==> src/mpdm_pkg.sv <==
// Shared types, constants and register map of the pin debounce monitor.
package mpdm_pkg;

  // Width of the pin and mask fields
  localparam int unsigned FIELD_W = 18;

  // Default for the lane count
  localparam int unsigned CHANNELS_DEF = 18;

  // Register widths
  localparam int unsigned JUDGE_W = 16;
  localparam int unsigned WAIT_W  = 8;
  localparam int unsigned CFG_W   = FIELD_W;
  localparam int unsigned CFG_IDX_W = 2;

  // Register indexes
  localparam logic [CFG_IDX_W-1:0] REG_JUDGE_COUNT = 2'd0;
  localparam logic [CFG_IDX_W-1:0] REG_WAIT_TIME   = 2'd1;
  localparam logic [CFG_IDX_W-1:0] REG_SLOW_MASK   = 2'd2;

  // Register reset values
  localparam logic [JUDGE_W-1:0] JUDGE_RESET = 16'd3;
  localparam logic [WAIT_W-1:0]  WAIT_RESET  = 8'd0;
  localparam logic [FIELD_W-1:0] SLOW_RESET  = 18'h00100;

  // Common settings seen by every lane
  typedef struct packed {
    logic [JUDGE_W-1:0] judge_count;
    logic [WAIT_W-1:0]  wait_time;
  } lane_cfg_t;

  // What one lane reports after an update
  typedef struct packed {
    logic known;
    logic level;
  } lane_res_t;

endpackage

==> src/mpdm_lane.sv <==
// One channel of the debounce monitor: start wait, sampling and confirmation.
module mpdm_lane
  import mpdm_pkg::*;
(
  input  logic      clk_i,
  input  logic      rst_ni,
  input  logic      step_i,
  input  logic      pin_i,
  input  logic      enable_i,
  input  logic      slow_i,
  input  lane_cfg_t cfg_i,
  output lane_res_t res_o
);

  logic               last_valid_q, last_valid_d;
  logic               last_level_q, last_level_d;
  logic               poll_q, poll_d;
  logic               samp_q, samp_d;
  logic [JUDGE_W-1:0] same_q, same_d;
  logic               known_q, known_d;
  logic               level_q, level_d;
  logic [WAIT_W-1:0]  wait_q, wait_d;

  logic               match;
  logic [JUDGE_W-1:0] same_smp;

  // Work out the count after a sample
  always_comb begin
    match = last_valid_q && (last_level_q == pin_i);
    if (match) begin
      if (same_q < cfg_i.judge_count) begin
        same_smp = same_q + JUDGE_W'(1);
      end else begin
        same_smp = same_q;
      end
    end else begin
      same_smp = JUDGE_W'(1);
    end
  end

  // Next state of the channel for this word
  always_comb begin
    last_valid_d = last_valid_q;
    last_level_d = last_level_q;
    poll_d       = poll_q;
    samp_d       = samp_q;
    same_d       = same_q;
    known_d      = known_q;
    level_d      = level_q;
    wait_d       = wait_q;
    if (!enable_i) begin
      last_valid_d = 1'b0;
      last_level_d = 1'b0;
      poll_d       = 1'b0;
      samp_d       = 1'b0;
      same_d       = JUDGE_W'(1);
      known_d      = 1'b0;
      level_d      = 1'b0;
      wait_d       = cfg_i.wait_time;
    end else begin
      if (wait_q == '0) begin
        poll_d = 1'b1;
      end else begin
        wait_d = wait_q - WAIT_W'(1);
      end
      if (poll_d) begin
        if (!samp_q) begin
          same_d       = same_smp;
          if (same_smp >= cfg_i.judge_count) begin
            known_d = 1'b1;
            level_d = pin_i;
          end
          last_valid_d = 1'b1;
          last_level_d = pin_i;
          samp_d       = slow_i;
        end else begin
          samp_d = 1'b0;
        end
      end else begin
        same_d = JUDGE_W'(1);
      end
    end
  end

  // Advance on each accepted word
  always_ff @(posedge clk_i or negedge rst_ni) begin
    if (!rst_ni) begin
      last_valid_q <= 1'b0;
      last_level_q <= 1'b0;
      poll_q       <= 1'b0;
      samp_q       <= 1'b0;
      same_q       <= JUDGE_W'(1);
      known_q      <= 1'b0;
      level_q      <= 1'b0;
      wait_q       <= WAIT_RESET;
    end else if (step_i) begin
      last_valid_q <= last_valid_d;
      last_level_q <= last_level_d;
      poll_q       <= poll_d;
      samp_q       <= samp_d;
      same_q       <= same_d;
      known_q      <= known_d;
      level_q      <= level_d;
      wait_q       <= wait_d;
    end
  end

  // Report the state after this word's update
  assign res_o.known = known_d;
  assign res_o.level = level_d & known_d;

endmodule

==> src/mpdm_merge.sv <==
// Gathers the lane results into masks and holds them in a two-entry output buffer.
module mpdm_merge
  import mpdm_pkg::*;
#(
  parameter int unsigned CHANNELS = CHANNELS_DEF
) (
  input  logic               clk_i,
  input  logic               rst_ni,
  input  logic               push_i,
  input  lane_res_t          res_i [CHANNELS],
  output logic               full_o,
  output logic               out_valid_o,
  input  logic               out_stall_i,
  output logic [FIELD_W-1:0] known_mask_o,
  output logic [FIELD_W-1:0] level_mask_o
);

  logic [FIELD_W-1:0] known_new, level_new;
  logic               out_valid_q;
  logic [FIELD_W-1:0] out_known_q, out_level_q;
  logic               skid_valid_q;
  logic [FIELD_W-1:0] skid_known_q, skid_level_q;
  logic               pop;

  // Pack the lane results into masks
  always_comb begin
    known_new = '0;
    level_new = '0;
    for (int unsigned i = 0; i < CHANNELS; i++) begin
      if (i < FIELD_W) begin
        known_new[i] = res_i[i].known;
        level_new[i] = res_i[i].level;
      end
    end
  end

  assign pop = out_valid_q && !out_stall_i;

  // Hold control of the output buffer
  always_ff @(posedge clk_i or negedge rst_ni) begin
    if (!rst_ni) begin
      out_valid_q  <= 1'b0;
      skid_valid_q <= 1'b0;
    end else begin
      if (pop) begin
        if (skid_valid_q) begin
          skid_valid_q <= 1'b0;
        end else begin
          out_valid_q <= push_i;
        end
      end else if (push_i) begin
        if (!out_valid_q) begin
          out_valid_q <= 1'b1;
        end else begin
          skid_valid_q <= 1'b1;
        end
      end
    end
  end

  // Load the output words
  always_ff @(posedge clk_i) begin
    if (pop && skid_valid_q) begin
      out_known_q <= skid_known_q;
      out_level_q <= skid_level_q;
    end else if (push_i && (pop || !out_valid_q)) begin
      out_known_q <= known_new;
      out_level_q <= level_new;
    end
    if (push_i && out_valid_q && !pop) begin
      skid_known_q <= known_new;
      skid_level_q <= level_new;
    end
  end

  assign full_o       = skid_valid_q;
  assign out_valid_o  = out_valid_q;
  assign known_mask_o = out_known_q;
  assign level_mask_o = out_level_q;

endmodule

==> src/multi_pin_debounce_monitor_core.sv <==
// Top level of the pin debounce monitor: registers, channel lanes and output merge.
//
//  channel | handshake             | payload
//  --------+-----------------------+---------------------------------
//  in      | in_valid_i/in_stall_o | pin_levels_i, monitor_enables_i
//  out     | out_valid_o/out_stall_i | known_mask_o, level_mask_o
//  cfg     | cfg_we_i              | cfg_idx_i, cfg_data_i
//
// One word is taken per cycle while the input is not stalled; every lane updates
// in the cycle of acceptance and the masks are registered in the output buffer.
// A two-entry output buffer lets input flow on while a result waits; the input
// stalls only when both entries are full.
// Reset loads register defaults, clears every channel and empties the buffer.
module multi_pin_debounce_monitor_core
  import mpdm_pkg::*;
#(
  parameter int unsigned CHANNELS = CHANNELS_DEF
) (
  input  logic                 clk_i,
  input  logic                 rst_ni,
  input  logic                 in_valid_i,
  output logic                 in_stall_o,
  input  logic [FIELD_W-1:0]   pin_levels_i,
  input  logic [FIELD_W-1:0]   monitor_enables_i,
  output logic                 out_valid_o,
  input  logic                 out_stall_i,
  output logic [FIELD_W-1:0]   known_mask_o,
  output logic [FIELD_W-1:0]   level_mask_o,
  input  logic                 cfg_we_i,
  input  logic [CFG_IDX_W-1:0] cfg_idx_i,
  input  logic [CFG_W-1:0]     cfg_data_i
);

  logic [JUDGE_W-1:0] judge_q;
  logic [WAIT_W-1:0]  wait_q;
  logic [FIELD_W-1:0] slow_q;
  lane_cfg_t          lane_cfg;
  lane_res_t          lane_res [CHANNELS];
  logic               full;
  logic               step;

  // Decode register writes
  always_ff @(posedge clk_i or negedge rst_ni) begin
    if (!rst_ni) begin
      judge_q <= JUDGE_RESET;
      wait_q  <= WAIT_RESET;
      slow_q  <= SLOW_RESET;
    end else if (cfg_we_i) begin
      unique case (cfg_idx_i)
        REG_JUDGE_COUNT: judge_q <= cfg_data_i[JUDGE_W-1:0];
        REG_WAIT_TIME:   wait_q  <= cfg_data_i[WAIT_W-1:0];
        REG_SLOW_MASK:   slow_q  <= cfg_data_i;
        default: ;
      endcase
    end
  end

  assign lane_cfg.judge_count = judge_q;
  assign lane_cfg.wait_time   = wait_q;

  assign in_stall_o = full;
  assign step       = in_valid_i && !full;

  // One lane per channel; channels past the field width stay cleared
  for (genvar i = 0; i < CHANNELS; i++) begin : g_lane
    logic pin, en, slow;
    if (i < FIELD_W) begin : g_in
      assign pin  = pin_levels_i[i];
      assign en   = monitor_enables_i[i];
      assign slow = slow_q[i];
    end else begin : g_off
      assign pin  = 1'b0;
      assign en   = 1'b0;
      assign slow = 1'b0;
    end
    mpdm_lane u_lane (
      .clk_i    (clk_i),
      .rst_ni   (rst_ni),
      .step_i   (step),
      .pin_i    (pin),
      .enable_i (en),
      .slow_i   (slow),
      .cfg_i    (lane_cfg),
      .res_o    (lane_res[i])
    );
  end

  mpdm_merge #(
    .CHANNELS (CHANNELS)
  ) u_merge (
    .clk_i        (clk_i),
    .rst_ni       (rst_ni),
    .push_i       (step),
    .res_i        (lane_res),
    .full_o       (full),
    .out_valid_o  (out_valid_o),
    .out_stall_i  (out_stall_i),
    .known_mask_o (known_mask_o),
    .level_mask_o (level_mask_o)
  );

endmodule

==> config.mk <==
export PLATFORM = sky130hd
export DESIGN_NAME = multi_pin_debounce_monitor_core
export DESIGN_NICKNAME = d
export VERILOG_FILES = /design/src/mpdm_pkg.sv /design/src/mpdm_lane.sv /design/src/mpdm_merge.sv /design/src/multi_pin_debounce_monitor_core.sv
export SDC_FILE = /design/constraint.sdc
export NUM_CORES = 2
export LEC_CHECK = 0
export ABC_AREA = 1
export BUFFER_PORTS_ARGS = -buffer_cell sky130_fd_sc_hd__buf_2
export CORE_AREA = 2 2 409 249
export CTS_CLUSTER_DIAMETER = 200
export DETAILED_ROUTE_END_ITERATION = 6
export DIE_AREA = 0 0 411 251
export HOLD_SLACK_MARGIN = 0.03
export PLACE_DENSITY = 0.73
export SYNTH_ARGS = -nofsm -noshare
export SYNTH_HDL_FRONTEND = slang
export SYNTH_SLANG_ARGS = --single-unit
==> constraint.sdc <==
create_clock -name clk_i -period 11.2 [get_ports clk_i]
set_input_delay 2.8 -clock clk_i [delete_from_list [all_inputs] [get_ports clk_i]]
set_output_delay 2.8 -clock clk_i [all_outputs]
set_load 0.01 [all_outputs]
Yosys cells after proc, flatten, opt, wreduce, memory -nomap -nowiden. Cells that the tools add are included.

Register bits after elaboration: 656. Latch bits: 0. Bits in writable memories: 0. Memory bits (read-only): 0. Bits of input ports: 61. Output and inout bits: 38. Word-level logic and storage cells: 960. Memories kept: 0.

$add $sub $neg: 36. Multiply operators: 0. Div/mod/pow operators: 0. $lt $le $gt $ge: 36. Equality and inequality tests: 93. Shift-type cells: 0. Muxes and demuxes: 496. Bitwise operators: 18. Reductions and logical operators: 128.

Operators by type and width (number): $mux 16 (90); $mux 1 (366); $add 16x1->16 const B (18); $ge 16x16->1 (18); $lt 16x16->1 (18); $mux 8 (36); $logic_not 8->1 (18); $sub 8x1->8 const B (18); $reduce_and 2->1 (59); $ne 2x2->1 const B (37); $mux 18 (4); $ne 3x3->1 const B (18); $reduce_and 3->1 (18); $ne 2x1->1 const B (18); $logic_and 1x1->1 (24); $and 1x1->1 (18); $eq 1x1->1 (18); $reduce_bool 2->1 (3); $logic_not 1->1 (4); $eq 2x1->1 const B (1); $eq 2x2->1 const B (1); $logic_not 2->1 (1); $logic_or 1x1->1 (1).

Logic depth before layout (Yosys ltp).
Word-level depth: 11. Depth in mapped cells: 29. Depth with buffers taken out: 28.

Hierarchy. From an unflattened synthesis, not the netlist that was laid out.

Cells, all modules: 8103. Area, all modules: 57420.1 sq um.

Modules (own cells, without submodules): mpdm_lane (g_lane[0].u_lane ...) (times used 17, cells each 428, area an instance 2934.1 sq um, seq. area each 752.0 sq um); mpdm_lane (g_lane[9].u_lane) (times used 1, cells each 427, area an instance 2895.3 sq um, seq. area each 752.0 sq um); mpdm_merge (times used 1, cells each 212, area an instance 2891.5 sq um, seq. area each 2212.1 sq um); multi_pin_debounce_monitor_core (times used 1, cells each 188, area an instance 1754.2 sq um, seq. area each 1054.8 sq um).

Least setup slack after synthesis. OpenSTA, ideal clock, no wires.

Path type: input to register. Start: input in_valid_i. End: register u_merge.skid_known_q[0] (enable). Library setup time: 0.431 ns. Arrival: 4.844 ns. Required time: 10.769 ns. Setup slack: 5.925 ns. Cell stages on the path: 5. Buffers on the path: 1. Cells stage by stage: inv_1 nor2_2 inv_2 clkbuf_1 nor2_1.

Cells in the longest elaborated chain, start to end: 3.

Ends and longest elaborated chain: from (decl) (RTL line multi_pin_debounce_monitor_core.sv:21) `input logic in_valid_i,`; $logic_and 1x1->1 (RTL line multi_pin_debounce_monitor_core.sv:62) `assign step = in_valid_i && !full;`; $logic_and 1x1->1 (2 in series) (RTL line mpdm_merge.sv:70) `if (push_i && out_valid_q && !pop) begin`; to (signal assigned) (RTL line mpdm_merge.sv:71) `skid_known_q <= known_new;`; to (decl) (RTL line mpdm_merge.sv:22) `logic [FIELD_W-1:0] skid_known_q, skid_level_q;`.

No other way between the ends. A chain may end at the register's enable or synchronous reset.

Final worst setup path.
Start: input pin_levels_i[8]. End: register u_merge.out_level_q[8] (netlist: u_merge.level_mask_o[8]) (data pin).

Cells in the longest elaborated chain, start to end: 11. Elaborated cells on any way between the ends: 15. Classes of those cells: order compare (1); eq/ne (1); mux (11); bitwise (1); reduce/logical (1).

Ends and longest elaborated chain: from (decl) (RTL line multi_pin_debounce_monitor_core.sv:23) `input logic [FIELD_W-1:0] pin_levels_i,`; $eq 1x1->1 (RTL line mpdm_lane.sv:29) `match = last_valid_q && (last_level_q == pin_i);`; $logic_and 1x1->1 (RTL line mpdm_lane.sv:29); $mux 16 (RTL line mpdm_lane.sv:30) `if (match) begin`; $ge 16x16->1 (RTL line mpdm_lane.sv:69) `if (same_smp >= cfg_i.judge_count) begin`; $mux 1 (RTL line mpdm_lane.sv:69); $mux 1 (RTL line mpdm_lane.sv:67) `if (!samp_q) begin`; $mux 1 (RTL line mpdm_lane.sv:66) `if (poll_d) begin`; $mux 1 (RTL line mpdm_lane.sv:51) `if (!enable_i) begin`; $and 1x1->1 * (RTL line mpdm_lane.sv:110) `assign res_o.level = level_d & known_d;`; $mux 18 * (RTL line mpdm_merge.sv:66) `end else if (push_i && (pop || !out_valid_q)) begin`; $mux 18 * (RTL line mpdm_merge.sv:63) `if (pop && skid_valid_q) begin`; to (signal assigned) (RTL line mpdm_merge.sv:65) `out_level_q <= skid_level_q;`; to (signal assigned) (RTL line mpdm_merge.sv:68) `out_level_q <= level_new;`; to (decl) (RTL line mpdm_merge.sv:20) `logic [FIELD_W-1:0] out_known_q, out_level_q;`.

Every way passes the cells marked *; elsewhere a longest branch is shown, timed or not. The select of a mux whose other input is x is not followed.

==> flow_summary.ini <==
[routing]
num_vias = 53100
drtAntennaViolNets = 0
viasPerCell = 5.90
post-route-drc-count = 5
drt_iter0_markers = 5883
detail_route.wl_per_cell_microns = 18.8
routed_wl_microns = 170000
first_pass_iters = 7

[final_layout]
area_delta_synth_final_pct = 6.92
layout-drive-gt1-share = 0.0555
fin_area_sq_mm = 0.0581
nNetsFinal = 8290
final_cells = 9011
utilization = 0.583

[power]
peakVddDrop_v = 0.000118
power_frac_clock = 0.289
power_uw = 8330
pwr-share-comb = 0.338
switching_power_uw = 3370
pwr-share-seq = 0.373
cell_internal_pwr_uw = 4950
static-leakage-power_uw = 0.0288
powerDensity_mw_per_mm2 = 143
p_sw_frac = 0.405

[synthesis]
ys_seq_elements = 656
synthCells = 7632
synth_edf_count = 72
seq_area_frac_synth = 0.309
synth_warnings = 0
synth.area.top_cells = dfrtp_1, ha_1, nand2_1
synthFlopType = dfrtp_1
yosys.area.top_type = dfrtp_1
ys_types = 50
synth_most_common_cell = nand2_1
async_flop_share = 0.890
syn_area_sq_mm = 0.0543
synthTopCellsByCount = nand2_1, nand3_1, inv_1
synth_top_area_frac = 0.259
synth_nets = 8305
avgSynthCellArea_sq_um = 7.12

[die]
die_w_microns = 411
die-area_sq_mm = 0.103
start_util = 0.546
core-area_sq_mm = 0.0995
die_height_microns = 251
rows = 90
io_pins = 99

[timing]
final-hold-violation-count = 0
min_period_over_period = 0.510
final-setup-viol-count = 0
max_freq_mhz = 175
min_period_ns = 5.71
worst_pin_slew_ns = 1.16
finalSetupTns_ns = 0
rsz0062_at_grt = false
skew_ns = 0.0282
relSlewSlack = 0.222
final_max_slew_viol_count = 0

[clock_network]
clock_latency_ns = 0.67
cts_num_sinks = 656
postCtsHoldBufs = 0
postCtsSetupRepairBufs = 0
ctsResizeCount = 0
clk_path_buf_depth = 3
cts_tree = yes
h-tree-depth = 3
clock-root-buffer = clkbuf_16
cts_inserted_buffers = 70
clkTransAtPathRegs_ns = 0.06

[critical_path]
slowest_delay_ns = 0.90
reg2regPathDepth = 23
cp-startpoint = pin_levels_i[8]
r2r_slack_ns = 6.00
cp.arrival_ns = 6.12
crit_type = in2reg
cp_top_family = simple AND/OR/NAND/NOR gates
cp_max_fo = 17
critPathCapture = u_merge.level_mask_o[8]$_DFFE_PP_
start_kind = input port
crit_cells = 16
crit_chain = buf_2 -> inv_1 -> nor2_1 -> nor3_2 -> inv_1 -> a21oi_1 -> ha_1 -> a21o_1 -> nor2_1 -> nand2_1 -> nand2_1 -> nand3_1 -> a21oi_1 -> nor2_1 -> nand3_1 -> nand2_1
r2r-end = u_merge.known_mask_o[2]$_DFFE_PP_
r2r-start = judge_q[0]$_DFFE_PN1P_
critPathBufInv = 3
cp-end-kind = flip-flop
slowest_stage = nor3_2
cp.required_ns = 11.61

[placement]
placed_cell_area_sq_mm = 0.0558
place.gp.congestion = 0.961
hpwl_microns = 116000
placed_cells = 8879
port_buffers = 98

[global_routing]
grt_first_pass_wirelength_microns = 269000
overflow = 0
grt_pass1_vias = 48100
globalRouteTotalUtil = 0.325
antenna_found_initial = 6
grt_max_degree = 162

[worst_hold_path]
holdCritPathClass = reg2reg

[run_status]
violations = design-rule violations
outcome = finished, violations left

[run]
cap_violations = 0
-- stage by stage --
| stage | setup slack [ns] | hold WS, ns |
|---|---|---|
| after floorplan | 5.93 | 0.450 |
| after global placement | 5.06 | 0.464 |
| after detailed placement | 4.88 | 0.466 |
| after CTS | 5.58 | 0.482 |
| after global routing | 5.20 | 0.498 |
| final | 5.49 | 0.482 |
-- worst min path at each step --
| stage | from | end | slack (ns) | cells after the start |
|---|---|---|---|---|
| floorplan | g_lane[10].u_lane.level_q$_DFFE_PN0P_ | g_lane[10].u_lane.level_q$_DFFE_PN0P_ | 0.45 | 2 |
| global placement | g_lane[17].u_lane.level_q$_DFFE_PN0P_ | g_lane[17].u_lane.level_q$_DFFE_PN0P_ | 0.46 | 2 |
| detailed placement | g_lane[2].u_lane.level_q$_DFFE_PN0P_ | g_lane[2].u_lane.level_q$_DFFE_PN0P_ | 0.47 | 2 |
| CTS | g_lane[2].u_lane.level_q$_DFFE_PN0P_ | g_lane[2].u_lane.level_q$_DFFE_PN0P_ | 0.48 | 2 |
| global route | g_lane[4].u_lane.poll_q$_DFFE_PN0P_ | g_lane[4].u_lane.poll_q$_DFFE_PN0P_ | 0.50 | 2 |
| finish | g_lane[2].u_lane.level_q$_DFFE_PN0P_ | g_lane[2].u_lane.level_q$_DFFE_PN0P_ | 0.48 | 2 |
-- power by group through the flow --
stage | registers [uW] | clock network, uW | logic [uW]
4_1_cts | 3100 | 2430 | 2770
5_1_grt | 3140 | 2530 | 3160
6_report | 3110 | 2400 | 2820
3_3_place_gp | 3130 | 0 | 2670
3_5_place_dp | 3130 | 0 | 2760
2_1_floorplan | 3050 | 0 | 1890
-- tightest hold or removal path, cell delays in order, from the launching register on --
cell,delay (ns)
dfrtp_1,0.34
nand2_1,0.05
nand2_1,0.05
-- layout make-up --
cell class / instances / area [sq um]
Multi-Input combinational cell: 5997 / 33600
Clock inverter: 35 / 330
Fill cell: 9199 / 41500
Timing Repair Buffer: 152 / 943
Tap cell: 1334 / 1670
Antenna cell: 5 / 12.5
Clock buffer: 92 / 1940
Sequential cell: 656 / 16800
Inverter: 740 / 2780
-- state kept, by name, summed over array words and instances (netlist names) --
signal,flops
g_lane.u_lane.last_valid_q,18
u_merge.known_mask_o,18
g_lane.u_lane.known_q,18
g_lane.u_lane.poll_q,18
u_merge.level_mask_o,18
slow_q,18
u_merge.out_valid_o,1
u_merge.full_o,1
g_lane.u_lane.level_q,18
u_merge.skid_level_q,18
g_lane.u_lane.samp_q,18
g_lane.u_lane.last_level_q,18
judge_q,16
u_merge.skid_known_q,18
g_lane.u_lane.wait_q,144
wait_q,8
g_lane.u_lane.same_q,288
-- cell families after synthesis --
logic type,share of synthesized area
AOI/OAI and AO/OA,0.123
xor gates and xnor gates,0.0445
adders and majority gates,0.141
buffers and inverters,0.0726
DFF,0.309
muxes,0.000415
and+or+nand+nor,0.310
-- layer usage --
| layer | vias to the layer above | routed length [microns] | global-route usage |
|---|---|---|---|
| met5 | - | 8 | 0 |
| met2 | 2541 | 68600 | 0.463 |
| met4 | 2 | 4940 | 0.0925 |
| li1 | 25600 | - | - |
| met1 | 24700 | 78300 | 0.496 |
| met3 | 299 | 17700 | 0.0630 |
-- cells in the final DEF (no fill, tap or decap), types with 11 or more instances in the layout --
cell type,n
nand2_1,2025
nand3_1,817
inv_1,721
ha_1,612
nor2_1,595
a21oi_1,565
dfrtp_1,562
o21ai_0,407
xor2_1,203
nand4_1,167
nor3_1,153
buf_2,97
xnor2_1,73
clkbuf_16,73
edfxtp_1,72
o211ai_1,62
buf_4,51
o22ai_1,43
nand2_2,27
o21a_1,24
o21ai_1,23
a21oi_2,21
dfstp_2,21
nand2_4,20
nor2_4,20
nor2_2,19
a22o_1,19
inv_2,18
nor3_2,18
a211oi_1,15
clkbuf_1,15
a21o_1,13
nand3b_1,12
clkinv_1,11
(Power assumes the default switching activity.)
